`src/hw/rtl/sts_pkg.sv`:
```
// Shared types and constants for the striped transfer splitter.
// No dependencies; imported by every module of the block.
package sts_pkg;

	// Fixed field widths of the request and part transfers
	localparam int FIELD_W = 48;
	localparam int RANK_W  = 6;

	// Defaults for the top-level parameters
	localparam int DEF_RANKS     = 64;
	localparam int DEF_ADDR_BITS = 48;

	// Commands from the controller to the datapath
	typedef struct packed {
		logic load;       // capture a request
		logic div_step;   // one quotient bit of global_start / slice_size
		logic prep;       // first part distance to the slice end
		logic emit_part;  // write one part into the output register
		logic emit_err;   // write the single error result
	} sts_cmd_t;

	// Status from the datapath to the controller
	typedef struct packed {
		logic zero_cnt;   // byte count of the request is zero
		logic range_bad;  // request does not fit in RANKS slices
		logic div_last;   // current divide step is the final one
		logic part_last;  // current part finishes the request
		logic out_free;   // output register can take a result
	} sts_stat_t;

endpackage

```
`src/hw/rtl/sts_ctrl.sv`:
```
// Controller state machine for the striped transfer splitter.
// Depends on sts_pkg for the command and status structs.
module sts_ctrl import sts_pkg::*; (
	input  logic      clk,
	input  logic      arst_n,
	input  logic      in_valid,
	output logic      in_stall,
	input  sts_stat_t stat,
	output sts_cmd_t  cmd
);

	localparam logic [2:0] ST_IDLE  = 3'd0;
	localparam logic [2:0] ST_CHECK = 3'd1;
	localparam logic [2:0] ST_DIV   = 3'd2;
	localparam logic [2:0] ST_PREP  = 3'd3;
	localparam logic [2:0] ST_EMIT  = 3'd4;
	localparam logic [2:0] ST_ERR   = 3'd5;

	logic [2:0] state_q;
	logic [2:0] state_d;

	// Requests are taken only between transfers
	assign in_stall = (state_q != ST_IDLE);

	// Next state and command decode
	always_comb begin
		state_d = state_q;
		cmd     = '0;
		case (state_q)
			ST_IDLE: begin
				if (in_valid) begin
					cmd.load = 1'b1;
					state_d  = ST_CHECK;
				end
			end
			ST_CHECK: begin
				if (stat.zero_cnt) begin
					state_d = ST_IDLE;
				end else if (stat.range_bad) begin
					state_d = ST_ERR;
				end else begin
					state_d = ST_DIV;
				end
			end
			ST_DIV: begin
				cmd.div_step = 1'b1;
				if (stat.div_last) begin
					state_d = ST_PREP;
				end
			end
			ST_PREP: begin
				cmd.prep = 1'b1;
				state_d  = ST_EMIT;
			end
			ST_EMIT: begin
				if (stat.out_free) begin
					cmd.emit_part = 1'b1;
					if (stat.part_last) begin
						state_d = ST_IDLE;
					end
				end
			end
			ST_ERR: begin
				if (stat.out_free) begin
					cmd.emit_err = 1'b1;
					state_d      = ST_IDLE;
				end
			end
			default: begin
				state_d = ST_IDLE;
			end
		endcase
	end

	// State register
	always_ff @(posedge clk or negedge arst_n) begin
		if (!arst_n) begin
			state_q <= ST_IDLE;
		end else begin
			state_q <= state_d;
		end
	end

endmodule

```
`src/hw/rtl/sts_datapath.sv`:
```
// Datapath of the striped transfer splitter: request registers, restoring
// divider for the first node rank, part generation and output register.
// Depends on sts_pkg for widths and the command and status structs.
module sts_datapath import sts_pkg::*; #(
	parameter int RANKS     = DEF_RANKS,
	parameter int ADDR_BITS = DEF_ADDR_BITS
) (
	input  logic               clk,
	input  logic               arst_n,
	input  sts_cmd_t           cmd,
	output sts_stat_t          stat,
	input  logic [FIELD_W-1:0] local_start,
	input  logic [FIELD_W-1:0] node_base,
	input  logic [FIELD_W-1:0] global_start,
	input  logic [FIELD_W-1:0] slice_size,
	input  logic [FIELD_W-1:0] byte_count,
	output logic               out_valid,
	input  logic               out_stall,
	output logic [FIELD_W-1:0] part_local,
	output logic [FIELD_W-1:0] part_remote,
	output logic [FIELD_W-1:0] part_length,
	output logic [RANK_W-1:0]  node_rank,
	output logic               last_part,
	output logic               range_error
);

	localparam int QB     = (RANKS > 1) ? $clog2(RANKS) : 1;
	localparam int CNT_W  = (QB > 1) ? $clog2(QB) : 1;
	localparam int DIV_W  = FIELD_W + QB;
	localparam int SPAN_W = FIELD_W + $clog2(RANKS + 1);
	localparam logic [FIELD_W-1:0] AMASK = (ADDR_BITS >= FIELD_W) ? {FIELD_W{1'b1}} :
		FIELD_W'((65'd1 << ADDR_BITS) - 65'd1);

	logic [FIELD_W-1:0] loc_q;
	logic [FIELD_W-1:0] base_q;
	logic [FIELD_W-1:0] rem_q;
	logic [FIELD_W-1:0] slice_q;
	logic [FIELD_W-1:0] left_q;
	logic [FIELD_W-1:0] dist_q;
	logic [QB-1:0]      rank_q;
	logic [CNT_W-1:0]   div_cnt_q;
	logic               out_valid_q;

	logic [SPAN_W-1:0]  span;
	logic [SPAN_W-1:0]  end_pos;
	logic [DIV_W-1:0]   div_sub;
	logic               div_ge;
	logic               last;
	logic [FIELD_W-1:0] len;

	// Range check: global_start + byte_count against RANKS slices
	assign span    = SPAN_W'(slice_q) * SPAN_W'(RANKS);
	assign end_pos = SPAN_W'(rem_q) + SPAN_W'(left_q);

	// Restoring divide step, one quotient bit per cycle, MSB first
	assign div_sub = DIV_W'(slice_q) << div_cnt_q;
	assign div_ge  = (DIV_W'(rem_q) >= div_sub);

	// Part length: rest of the slice or what remains of the request
	assign last = (dist_q >= left_q);
	assign len  = last ? left_q : dist_q;

	assign stat.zero_cnt  = (left_q == '0);
	assign stat.range_bad = (slice_q == '0) || (end_pos > span);
	assign stat.div_last  = (div_cnt_q == '0);
	assign stat.part_last = last;
	assign stat.out_free  = !out_valid_q || !out_stall;

	// Request and walk registers
	always_ff @(posedge clk) begin
		if (cmd.load) begin
			loc_q   <= local_start;
			base_q  <= node_base;
			rem_q   <= global_start;
			slice_q <= slice_size;
			left_q  <= byte_count;
			rank_q  <= '0;
		end else if (cmd.div_step) begin
			if (div_ge) begin
				rem_q <= rem_q - FIELD_W'(div_sub);
			end
			rank_q <= QB'({rank_q, div_ge});
		end else if (cmd.prep) begin
			dist_q <= slice_q - rem_q;
		end else if (cmd.emit_part) begin
			left_q <= last ? '0 : (left_q - dist_q);
			loc_q  <= loc_q + len;
			rem_q  <= '0;
			dist_q <= slice_q;
			rank_q <= rank_q + QB'(1);
		end
	end

	// Divide step counter
	always_ff @(posedge clk or negedge arst_n) begin
		if (!arst_n) begin
			div_cnt_q <= '0;
		end else if (cmd.load) begin
			div_cnt_q <= CNT_W'(QB - 1);
		end else if (cmd.div_step && (div_cnt_q != '0)) begin
			div_cnt_q <= div_cnt_q - CNT_W'(1);
		end
	end

	// Output register valid
	always_ff @(posedge clk or negedge arst_n) begin
		if (!arst_n) begin
			out_valid_q <= 1'b0;
		end else if (cmd.emit_part || cmd.emit_err) begin
			out_valid_q <= 1'b1;
		end else if (!out_stall) begin
			out_valid_q <= 1'b0;
		end
	end

	// Output register payload
	always_ff @(posedge clk) begin
		if (cmd.emit_part) begin
			part_local  <= loc_q & AMASK;
			part_remote <= (base_q + rem_q) & AMASK;
			part_length <= len;
			node_rank   <= RANK_W'(rank_q);
			last_part   <= last;
			range_error <= 1'b0;
		end else if (cmd.emit_err) begin
			part_local  <= '0;
			part_remote <= '0;
			part_length <= '0;
			node_rank   <= '0;
			last_part   <= 1'b1;
			range_error <= 1'b1;
		end
	end

	assign out_valid = out_valid_q;

endmodule

```
`src/hw/rtl/striped_transfer_splitter_unit.sv`:
```
// Flow: after accept the controller walks a check state, the bit-serial
// divide state and a setup state before the first part is loaded. Then
// one part per cycle while out_stall is low. A new request is taken only
// once the last part, the error result or a zero byte count has finished;
// an error request goes from check to the error state, a zero byte count
// straight back to idle. Reset: arst_n clears the controller and valid.
module striped_transfer_splitter_unit import sts_pkg::*; #(
	parameter int RANKS     = DEF_RANKS,
	parameter int ADDR_BITS = DEF_ADDR_BITS
) (
	input  logic               clk,
	input  logic               arst_n,
	input  logic               in_valid,
	output logic               in_stall,
	input  logic [FIELD_W-1:0] local_start,
	input  logic [FIELD_W-1:0] node_base,
	input  logic [FIELD_W-1:0] global_start,
	input  logic [FIELD_W-1:0] slice_size,
	input  logic [FIELD_W-1:0] byte_count,
	output logic               out_valid,
	input  logic               out_stall,
	output logic [FIELD_W-1:0] part_local,
	output logic [FIELD_W-1:0] part_remote,
	output logic [FIELD_W-1:0] part_length,
	output logic [RANK_W-1:0]  node_rank,
	output logic               last_part,
	output logic               range_error
);

	sts_cmd_t  cmd;
	sts_stat_t stat;

	// Controller
	sts_ctrl u_ctrl (
		.clk      (clk),
		.arst_n   (arst_n),
		.in_valid (in_valid),
		.in_stall (in_stall),
		.stat     (stat),
		.cmd      (cmd)
	);

	// Datapath
	sts_datapath #(
		.RANKS     (RANKS),
		.ADDR_BITS (ADDR_BITS)
	) u_datapath (
		.clk          (clk),
		.arst_n       (arst_n),
		.cmd          (cmd),
		.stat         (stat),
		.local_start  (local_start),
		.node_base    (node_base),
		.global_start (global_start),
		.slice_size   (slice_size),
		.byte_count   (byte_count),
		.out_valid    (out_valid),
		.out_stall    (out_stall),
		.part_local   (part_local),
		.part_remote  (part_remote),
		.part_length  (part_length),
		.node_rank    (node_rank),
		.last_part    (last_part),
		.range_error  (range_error)
	);

`ifndef SYNTHESIS
	// A result is never written over one that is still stalled
	a_no_overwrite: assert property (@(posedge clk) disable iff (!arst_n)
		(cmd.emit_part || cmd.emit_err) |-> (!out_valid || !out_stall))
		else $error("result written while output transfer stalled");

	// A freshly loaded request is checked before anything is emitted
	a_load_then_check: assert property (@(posedge clk) disable iff (!arst_n)
		cmd.load |=> !(cmd.emit_part || cmd.emit_err || cmd.div_step))
		else $error("emit or divide directly after request load");

	// An error result is the only and final result of its request
	a_err_is_last: assert property (@(posedge clk) disable iff (!arst_n)
		(out_valid && range_error) |-> (last_part && (part_length == '0)))
		else $error("error result not marked last or carries a length");
`endif

endmodule

```
`config.mk`:
```
export PLATFORM = sky130hd
export DESIGN_NAME = striped_transfer_splitter_unit
export DESIGN_NICKNAME = d
export VERILOG_FILES = /design/src/hw/rtl/sts_pkg.sv /design/src/hw/rtl/sts_ctrl.sv /design/src/hw/rtl/sts_datapath.sv /design/src/hw/rtl/striped_transfer_splitter_unit.sv
export SDC_FILE = /design/constraint.sdc
export NUM_CORES = 1
export LEC_CHECK = 0
export ABC_AREA = 0
export BUFFER_PORTS_ARGS = -buffer_cell sky130_fd_sc_hd__buf_2
export CORE_MARGIN = 2
export CORE_UTILIZATION = 30
export DETAILED_ROUTE_END_ITERATION = 8
export MAX_ROUTING_LAYER = met4
export PLACE_DENSITY_LB_ADDON = 0.12
export SLEW_MARGIN = 15
export SYNTH_ARGS = -nofsm -noshare
export SYNTH_HDL_FRONTEND = slang
export SYNTH_SLANG_ARGS = --single-unit
```
`constraint.sdc`:
```
create_clock -name clk -period 10.2 [get_ports clk]
set_clock_uncertainty 0.2 [all_clocks]
set_input_delay 1.53 -clock clk [delete_from_list [all_inputs] [get_ports clk]]
set_output_delay 1.53 -clock clk [all_outputs]
set_load 0.03 [all_outputs]
```
# [Word level (Yosys, flattened, before mapping)]
# Cells that the tools add are included.
[op_classes] n_addsub=8 mux=47 magnitude_cmp=3 n_bitwise=2 eq_ne=16 reduce_logical=23 n_shift=1
[ops] cell="$mux W48" n=21
[ops] cell="$sub A48 B48 Y48" n=3
[ops] cell="$add A48 B48 Y48" n=2
[ops] cell="$logic_not A48 Y1" n=2
[ops] cell="$gt A55 B54 Y1" n=1
[ops] cell="$ge A48 B54 Y1" n=1
[ops] cell="$shl A48 B3 Y54" n=1
[ops] cell="$add A48 B48 Y49" n=1
[ops] cell="$ge A48 B48 Y1" n=1
[ops] cell="$mux W6" n=5
[ops] cell="$mux W3" n=9
[ops] cell="$pmux W3 S6" n=1
[ops] cell="$mux W1" n=11
[ops] cell="$ne A2 B2 Y1 const B" n=5
[ops] cell="$reduce_bool A2 Y1" n=5
[ops] cell="$reduce_and A3 Y1" n=3
[ops] cell="$reduce_bool A3 Y1" n=3
[ops] cell="$ne A2 B1 Y1 const B" n=4
[ops] cell="$add A6 B1 Y6 const B" n=1
[ops] cell="$eq A3 B2 Y1 const B" n=2
[ops] cell="$eq A3 B3 Y1 const B" n=2
[ops] cell="$logic_not A3 Y1" n=2
[ops] cell="$reduce_and A5 Y1" n=1
[ops] cell="$eq A3 B1 Y1 const B" n=1
[ops] cell="other kinds (8)" n=12
[totals] inputBits=244 out_inout_bits=154 ff_bits=453

# [Logic depth before layout (Yosys ltp)]
# Gate-level depths: netlist (run 1).
[logic_depth] word_depth=8 depth_mapped=29 mapped_depth_nobuf=28

# [Hierarchy]
# A second synthesis (run 1) with hierarchy kept.
[hier_totals] hier_cells=3780 hier_area_um2=35621.7
[by_module_without_submodules] module="sts_datapath" cells_per_inst=3752 n_inst=1 seq_area_each_um2=13422.9 area_per_inst_um2=35393.9
[by_module_without_submodules] module="sts_ctrl" cells_per_inst=28 n_inst=1 seq_area_each_um2=75.1 area_per_inst_um2=227.7

# [Least setup slack after synthesis (run 1)]
# OpenSTA, ideal clock, no wires.
[synth_path] path_kind="input to register" from="input out_stall" to="register u_datapath.rem_q[0], enable pin" path_buffers=0 arrival_time_ns=7.512 slack_ns=1.975 stages=7 t_required_ns=9.487 setup_time_ns=0.513 cell_sequence="nand2_1 nand2b_1 nor2_1 nor2_1 inv_1 nor2_1 nor3_1"
[synth_via] elab_chain_cells=6
[synth_rtl] item="from (decl)" line="striped_transfer_splitter_unit.sv:21" rtl="input logic out_stall,"
[synth_rtl] item="$logic_not A1 Y1" line="sts_datapath.sv:67" rtl="assign stat.out_free = !out_valid_q || !out_stall;"
[synth_rtl] item="$logic_or A1 B1 Y1" line="sts_datapath.sv:67"
[synth_rtl] item="$mux W1" line="sts_ctrl.sv:56" rtl="if (stat.out_free) begin"
[synth_rtl] item="$mux W1" line="sts_ctrl.sv:29" rtl="case (state_q)"
[synth_rtl] item="$reduce_bool A3 Y1 (no source line)"
[synth_rtl] item="$reduce_and A3 Y1 (no source line)"
[synth_rtl] item="to (signal assigned)" line="sts_datapath.sv:74" rtl="rem_q <= global_start;"
[synth_rtl] item="to (signal assigned)" line="sts_datapath.sv:80" rtl="rem_q <= rem_q - FIELD_W'(div_sub);"
[synth_rtl] item="to (decl)" line="sts_datapath.sv:36" rtl="logic [FIELD_W-1:0] rem_q;"
# Every way passes these cells.
# A chain may end at the register's enable or synchronous reset.

# [Final worst setup path (run 1)]
[layout_path] from="register u_datapath.left_q[0]" to="register u_datapath.loc_q[42] (data pin)"
[layout_via] elab_chain_cells=7
[layout_rtl] item="from (decl)" line="sts_datapath.sv:38" rtl="logic [FIELD_W-1:0] left_q;"
[layout_rtl] item="from (signal assigned)" line="sts_datapath.sv:76" rtl="left_q <= byte_count;"
[layout_rtl] item="from (signal assigned)" line="sts_datapath.sv:86" rtl="left_q <= last ? '0 : (left_q - dist_q);"
[layout_rtl] item="$ge A48 B48 Y1" line="sts_datapath.sv:60" rtl="assign last = (dist_q >= left_q);"
[layout_rtl] item="$mux W48 (*)" line="sts_datapath.sv:61" rtl="assign len = last ? left_q : dist_q;"
[layout_rtl] item="named net u_datapath.len[0]" line="sts_datapath.sv:49" rtl="logic [FIELD_W-1:0] len;"
[layout_rtl] item="$add A48 B48 Y48 (*)" line="sts_datapath.sv:87" rtl="loc_q <= loc_q + len;"
[layout_rtl] item="$mux W48 (*)" line="sts_datapath.sv:85" rtl="end else if (cmd.emit_part) begin"
[layout_rtl] item="$mux W48 (*)" line="sts_datapath.sv:83" rtl="end else if (cmd.prep) begin"
[layout_rtl] item="$mux W48 (*)" line="sts_datapath.sv:78" rtl="end else if (cmd.div_step) begin"
[layout_rtl] item="$mux W48 (*)" line="sts_datapath.sv:71" rtl="if (cmd.load) begin"
[layout_rtl] item="to (signal assigned)" line="sts_datapath.sv:72" rtl="loc_q <= local_start;"
[layout_rtl] item="to (signal assigned)" line="sts_datapath.sv:87"
[layout_rtl] item="to (decl)" line="sts_datapath.sv:34" rtl="logic [FIELD_W-1:0] loc_q;"
# Mark *: on every way through the listed nets, which the timed path passes. The rest lies on a longest branch. The select of a mux whose other input is x is not followed.

==> results of run 1 <==
==> synthesized netlist by cell type, drive strengths merged, types with 16 or more instances <==
master,count
buf,16
xor2,112
o21a,28
nor2,212
nand3,66
o31ai,53
mux2i,48
nor4,32
a21o,202
xnor2,149
inv,209
nand2b,42
nand2,344
a31oi,38
nand4,62
edfxtp,439
ha,331
and2,114
a22o,22
nor3,46
clkbuf,131
a211oi,27
o21bai,43
nor2b,49
o21ai,305
and3,29
a21oi,334
mux4,34
==> cell families after synthesis <==
logic type / count (synthesis) / synth area share, %
AOI/OAI and AO/OA: 1160 / 21.0
and+or+nand+nor: 1037 / 14.3
DFF: 453 / 38.5
buffers and inverters: 358 / 3.87
adders and majority gates: 337 / 12.1
xor gates and xnor gates: 261 / 6.51
muxes: 87 / 3.71
==> layer usage <==
metal,vias to the layer above,track usage (%)
met2,697,30.7
met1,13585,28.9
met5,-,-
met4,0,5.53
met3,143,2.85
li1,14341,-
==> sequential cells by signal, summed over array words and instances, names as in the netlist <==
signal and count:
u_datapath.last_part 1, u_datapath.rem_q 48, u_ctrl.state_q 3, u_datapath.dist_q 48, u_datapath.loc_q 48, u_datapath.rank_q 6, u_datapath.out_valid 1, u_datapath.node_rank 6
u_datapath.div_cnt_q 3, u_datapath.range_error 1, u_datapath.part_local 48, u_datapath.base_q 48, u_datapath.part_length 48, u_datapath.left_q 48, u_datapath.part_remote 48, u_datapath.slice_q 48
==> layout by cell type, fill, tap and decap left out, types with 112 or more instances in the layout <==
| cell type | netlist | final |
|---|---|---|
| xnor2_1 | 149 | 149 |
| nor2_1 | 211 | 210 |
| edfxtp_1 | 439 | 439 |
| a21o_1 | 202 | 202 |
| a21oi_1 | 331 | 331 |
| inv_1 | 209 | 207 |
| nand2_1 | 344 | 341 |
| buf_2 | 7 | 397 |
| ha_1 | 331 | 331 |
| xor2_1 | 112 | 112 |
| and2_1 | 114 | 114 |
| o21ai_0 | 287 | 287 |
==> final cells by class <==
cell class	instances	area (sq um)
Clock buffer	65	1480
Antenna cell	10	25.0
Timing Repair Buffer	420	2160
Sequential cell	453	13500
Multi-Input combinational cell	2882	20300
Clock inverter	38	423
Inverter	211	807
Tap cell	1524	1910
Fill cell	12078	75500
==> worst max-delay path: cells and delay by family, from the launching register on <==
kind            cells  cell delay [ps]
mux                 2              590
fa+ha+maj           4             1190
compound gates     18             4300
simple gates        1              140
flops               1              450
buf+inv             4              640
==> per-stage QoR <==
stage / area (sq um) / util, %
finish: 40600 / 35.0
global route: 40600 / 35.0
CTS: 40500 / 34.9
detailed placement: 38600 / 33.3
global placement: 38600 / 33.3
floorplan: 35100 / -
==> path summary, 6_finish.rpt <==
check	from	endpoint	slack, ps	cells past startpoint
worst max-delay path	u_datapath.left_q[0]$_DFFE_PP_	u_datapath.loc_q[42]$_DFFE_PP_	2490	29
worst min-delay path	u_datapath.rank_q[5]$_SDFFE_PP0P_	u_datapath.rank_q[5]$_SDFFE_PP0P_	320	2
worst max register to register	u_datapath.left_q[0]$_DFFE_PP_	u_datapath.loc_q[42]$_DFFE_PP_	2490	29
worst min register to register	u_datapath.rank_q[5]$_SDFFE_PP0P_	u_datapath.rank_q[5]$_SDFFE_PP0P_	320	2
max in group asynchronous	arst_n	u_datapath.div_cnt_q[0]$_DFFE_PN0P_	9050	1
min in group asynchronous	arst_n	u_ctrl.state_q[1]$_DFFE_PN0P_	520	1
==> impl_metrics.env, run 1 <==
export IMPL_layout_cells_non_filler=5603
export IMPL_cts_max_level=2
export IMPL_setup_viol=0
export IMPL_die_w_um=346
export IMPL_gp_congestion=0.899
export IMPL_fp_dieArea_sq_mm=0.120
export IMPL_num_io_pins=398
export IMPL_cap_violations=0
export IMPL_portBuffers=397
export IMPL_nets=4606
export IMPL_crit_top_cell="inv_1"
export IMPL_grt_pass1_vias=28684
export IMPL_wl_per_cell_um=21.8
export IMPL_insertion_delay_ps=670
export IMPL_syn_area_per_cell_sq_um=9.50
export IMPL_first_pass_iters=7
export IMPL_synth_area_sq_mm=0.0351
export IMPL_holdWs_ps=320
export IMPL_finalSetupTns_ps=0
export IMPL_hp_class="flop to flop"
export IMPL_drt_iter0_markers=2007
export IMPL_via_per_inst=5.13
export IMPL_worst_path_largest_cell_delay_ps=520
export IMPL_path_clk_slew_ps=60
export IMPL_synth_sequential_area_ratio_pct=38.5
export IMPL_fin_crit_sh_pct=75.6
export IMPL_final_antenna_net_count=0
export IMPL_pre_cts_ws_ps=2460
export IMPL_grt_pass1_wl_mm=181
export IMPL_hold_viol=0
export IMPL_cp_data_required_time_ps=10510
export IMPL_synth_seq_cells=453
export IMPL_area_delta_synth_final_pct=15.6
export IMPL_drc=0
export IMPL_placed_cells=5490
export IMPL_tritoncts="yes"
export IMPL_start_util_pct=30.2
export IMPL_yosys_area_top_type="edfxtp_1"
export IMPL_rsz0062_at_grt="no"
export IMPL_cp_end_kind="flop"
export IMPL_clockBufferDepth=3
export IMPL_route_met3_wl_mm=5.71
export IMPL_synth_top_cell_area_share_pct=37.6
export IMPL_ys_flop_type="edfxtp_1"
export IMPL_placementRows=125
export IMPL_grt_max_degree=107
export IMPL_clkSinkCount=453
export IMPL_dieHeight_um=346
export IMPL_start_kind="flop"
export IMPL_synthTopCellsByArea="edfxtp_1 (38%), ha_1 (12%), a21oi_1 (4.7%)"
export IMPL_totalWireLength_mm=122
export IMPL_route_met2_wl_mm=53.1
export IMPL_synth_edf_count=439
export IMPL_postCtsSetupBuffers=0
export IMPL_max_slew_margin_pct=27.2
export IMPL_fin_ws_ps=2490
export IMPL_ys_warn_count=0
export IMPL_min_period_ps=7710
export IMPL_worst_slew_pin_slew_ps=1060
export IMPL_cts_root_buf="clkbuf_16"
export IMPL_core_sq_mm=0.116
export IMPL_ys_types=87
export IMPL_crit_path_max_fanout=43
export IMPL_worstPathArrival_ps=8010
export IMPL_final_layout_size_suffix_gt1_share_pct=14.9
export IMPL_crit_type="flop to flop"
export IMPL_crit_path_top_delay_cell="a211oi_1"
export IMPL_drv_slew=0
export IMPL_dp_hpwl_mm=96.9
export IMPL_dr_total_vias=28766
export IMPL_async_reset_ff_share_pct=1.55
export IMPL_wl_met1_mm=60.3
export IMPL_outcome="completed"
export IMPL_cts_hold_buf=0
export IMPL_grt_ovfl_total=0
export IMPL_ctsResizeCount=0
export IMPL_antenna_found_initial=12
export IMPL_highest_layer="met4"
export IMPL_synthCells=3693
export IMPL_cts_buffers=57
export IMPL_grt_usage_pct=20.5
export IMPL_fmax_mhz=130
export IMPL_synth_nets=4274
Power of run 1 is not shown: default switching activity piles up to over one toggle a cycle in this logic, so the estimate is an artifact.
==> inputs of run 2 (changes only) <==
Clock period 10.2 ns to 6.8 ns, I/O delays scaled along.
==> run 2 against run 1 <==
  * Core utilization increased by 1.0 points
  * Flip-flop and latch count unchanged
  * Design area grew 2.9%
  * Clock-buffer cell count unchanged
  * Worst hold slack improved by 7.2 ps
  * Final cell count rose by 2.2%
  * Largest cell class unchanged
==> impl_metrics.env, run 2 (synthesized netlist as in run 1, its figures left out) <==
export IMPL_outcome="completed"
export IMPL_cap_violations=0
export IMPL_core_sq_mm=0.116
export IMPL_dr_total_vias=29331
export IMPL_worstPathArrival_ps=6640
export IMPL_start_util_pct=30.2
export IMPL_fillers=12072
export IMPL_nets=4729
export IMPL_placed_cells=5607
export IMPL_cts_root_buf="clkbuf_16"
export IMPL_path_clk_slew_ps=60
export IMPL_fin_ws_ps=352
export IMPL_grt_ovfl_total=0
export IMPL_cp_end_kind="flop"
export IMPL_totalWireLength_mm=125
export IMPL_use_met2_pct=30.9
export IMPL_grt_pass1_wl_mm=184
export IMPL_drt_iter0_markers=1937
export IMPL_setup_viol=0
export IMPL_use_met1_pct=30.0
export IMPL_worst_path_largest_cell_delay_ps=530
export IMPL_start_kind="flop"
export IMPL_portBuffers=397
export IMPL_wl_per_cell_um=21.8
export IMPL_max_slew_margin_pct=27.1
export IMPL_tritoncts="yes"
export IMPL_min_period_ps=6450
export IMPL_worst_slew_pin_slew_ps=1090
export IMPL_pre_cts_ws_ps=-110
export IMPL_num_io_pins=398
export IMPL_drv_slew=0
export IMPL_fin_crit_sh_pct=94.8
export IMPL_dp_hpwl_mm=98.6
export IMPL_grt_busiest_layer="met2"
export IMPL_area_delta_synth_final_pct=19.0
export IMPL_fmax_mhz=155
export IMPL_cts_buffers=58
export IMPL_grt_pass1_vias=29203
export IMPL_antenna_found_initial=8
export IMPL_dieHeight_um=346
export IMPL_final_cell_mix="edfxtp_1 (439), buf_2 (397), nand2_1 (342)"
export IMPL_grt_usage_pct=20.8
export IMPL_first_pass_iters=5
export IMPL_final_antenna_net_count=0
export IMPL_layout_commonest_cell="edfxtp_1"
export IMPL_clkSinkCount=453
export IMPL_hold_viol=0
export IMPL_hp_class="flop to flop"
export IMPL_cts_max_level=2
export IMPL_cp_data_required_time_ps=6990
export IMPL_via_per_inst=5.12
export IMPL_die_w_um=346
export IMPL_insertion_delay_ps=670
export IMPL_gp_congestion=0.886
export IMPL_placementRows=125
export IMPL_grt_max_degree=125
export IMPL_crit_path_max_fanout=10
export IMPL_layout_cells_non_filler=5724
export IMPL_crit_type="flop to flop"
export IMPL_fp_dieArea_sq_mm=0.120
export IMPL_rsz0062_at_grt="no"
export IMPL_clockBufferDepth=3
export IMPL_crit_path_top_delay_cell="or4_1"
export IMPL_final_layout_size_suffix_gt1_share_pct=17.6
export IMPL_globalRouteMet3Util_pct=2.34
export IMPL_drc=0
-- run 2: layout make-up --
type | instances | area [sq um] | share of cell area [%]
clock inverters | 43 | 552 | 1.32
well taps | 1524 | 1910 | 4.57
flip-flops and latches | 453 | 13500 | 32.3
clock buffers | 65 | 1500 | 3.59
repair buffers | 542 | 3150 | 7.55
multi-input cells | 2882 | 20300 | 48.7
inverters | 211 | 807 | 1.93
diodes | 4 | 10.0 | 0.0240
-- run 2: final timing paths --
kind / slack (ps) / cells after the start / startpoint / to
max: 350 / 30 / u_datapath.left_q[0]$_DFFE_PP_ / u_datapath.loc_q[47]$_DFFE_PP_
min: 330 / 2 / u_datapath.rank_q[5]$_SDFFE_PP0P_ / u_datapath.rank_q[5]$_SDFFE_PP0P_
max reg2reg: 350 / 30 / u_datapath.left_q[0]$_DFFE_PP_ / u_datapath.loc_q[47]$_DFFE_PP_
min reg2reg: 330 / 2 / u_datapath.rank_q[5]$_SDFFE_PP0P_ / u_datapath.rank_q[5]$_SDFFE_PP0P_
max in group asynchronous: 5510 / 2 / arst_n / u_datapath.div_cnt_q[0]$_DFFE_PN0P_
min in group asynchronous: 650 / 2 / arst_n / u_ctrl.state_q[0]$_DFFE_PN0P_
-- run 2: worst max-delay path: cells and delay by family (launching register included) --
kind / cells / cell delay, ps
buffers and inverters: 5 / 500
AO/OA/AOI/OAI: 17 / 3270
adder cells (fa/ha/maj): 3 / 870
flip-flops: 1 / 380
AND/OR/NAND/NOR: 4 / 790
XOR/XNOR: 1 / 160
-- run 2: per-stage QoR --
stage,TNS (ps),hold WS [ps],util (%),instance area [sq um]
floorplan,0,287,-,35100
global placement,-70.0,314,34.1,39600
detailed placement,-262,321,34.1,39600
CTS,0,288,35.9,41600
global route,0,303,36.0,41700
finish,0,327,36.0,41700
-- run 2: what timing repair did --
| action | 4_1_cts | 5_1_grt |
|---|---|---|
| gates resized for setup | 3 | 8 |
| cloned | 0 | 1 |
| endpoints found under the setup margin | 5 | 12 |
| endpoints found under the hold margin | 7 | 0 |
| hold buffers | 1 | 0 |
| buffers inserted | 0 | 3 |
| pin swaps | 1 | 6 |
-- run 2: routing by layer --
layer | up-vias | share of wire [%]
li1 | 14586 | -
met1 | 13863 | 50
met2 | 745 | 43
met3 | 137 | 4.4
met4 | 0 | 2.6
met5 | - | 0
Power of run 2 is left out for the same reason.
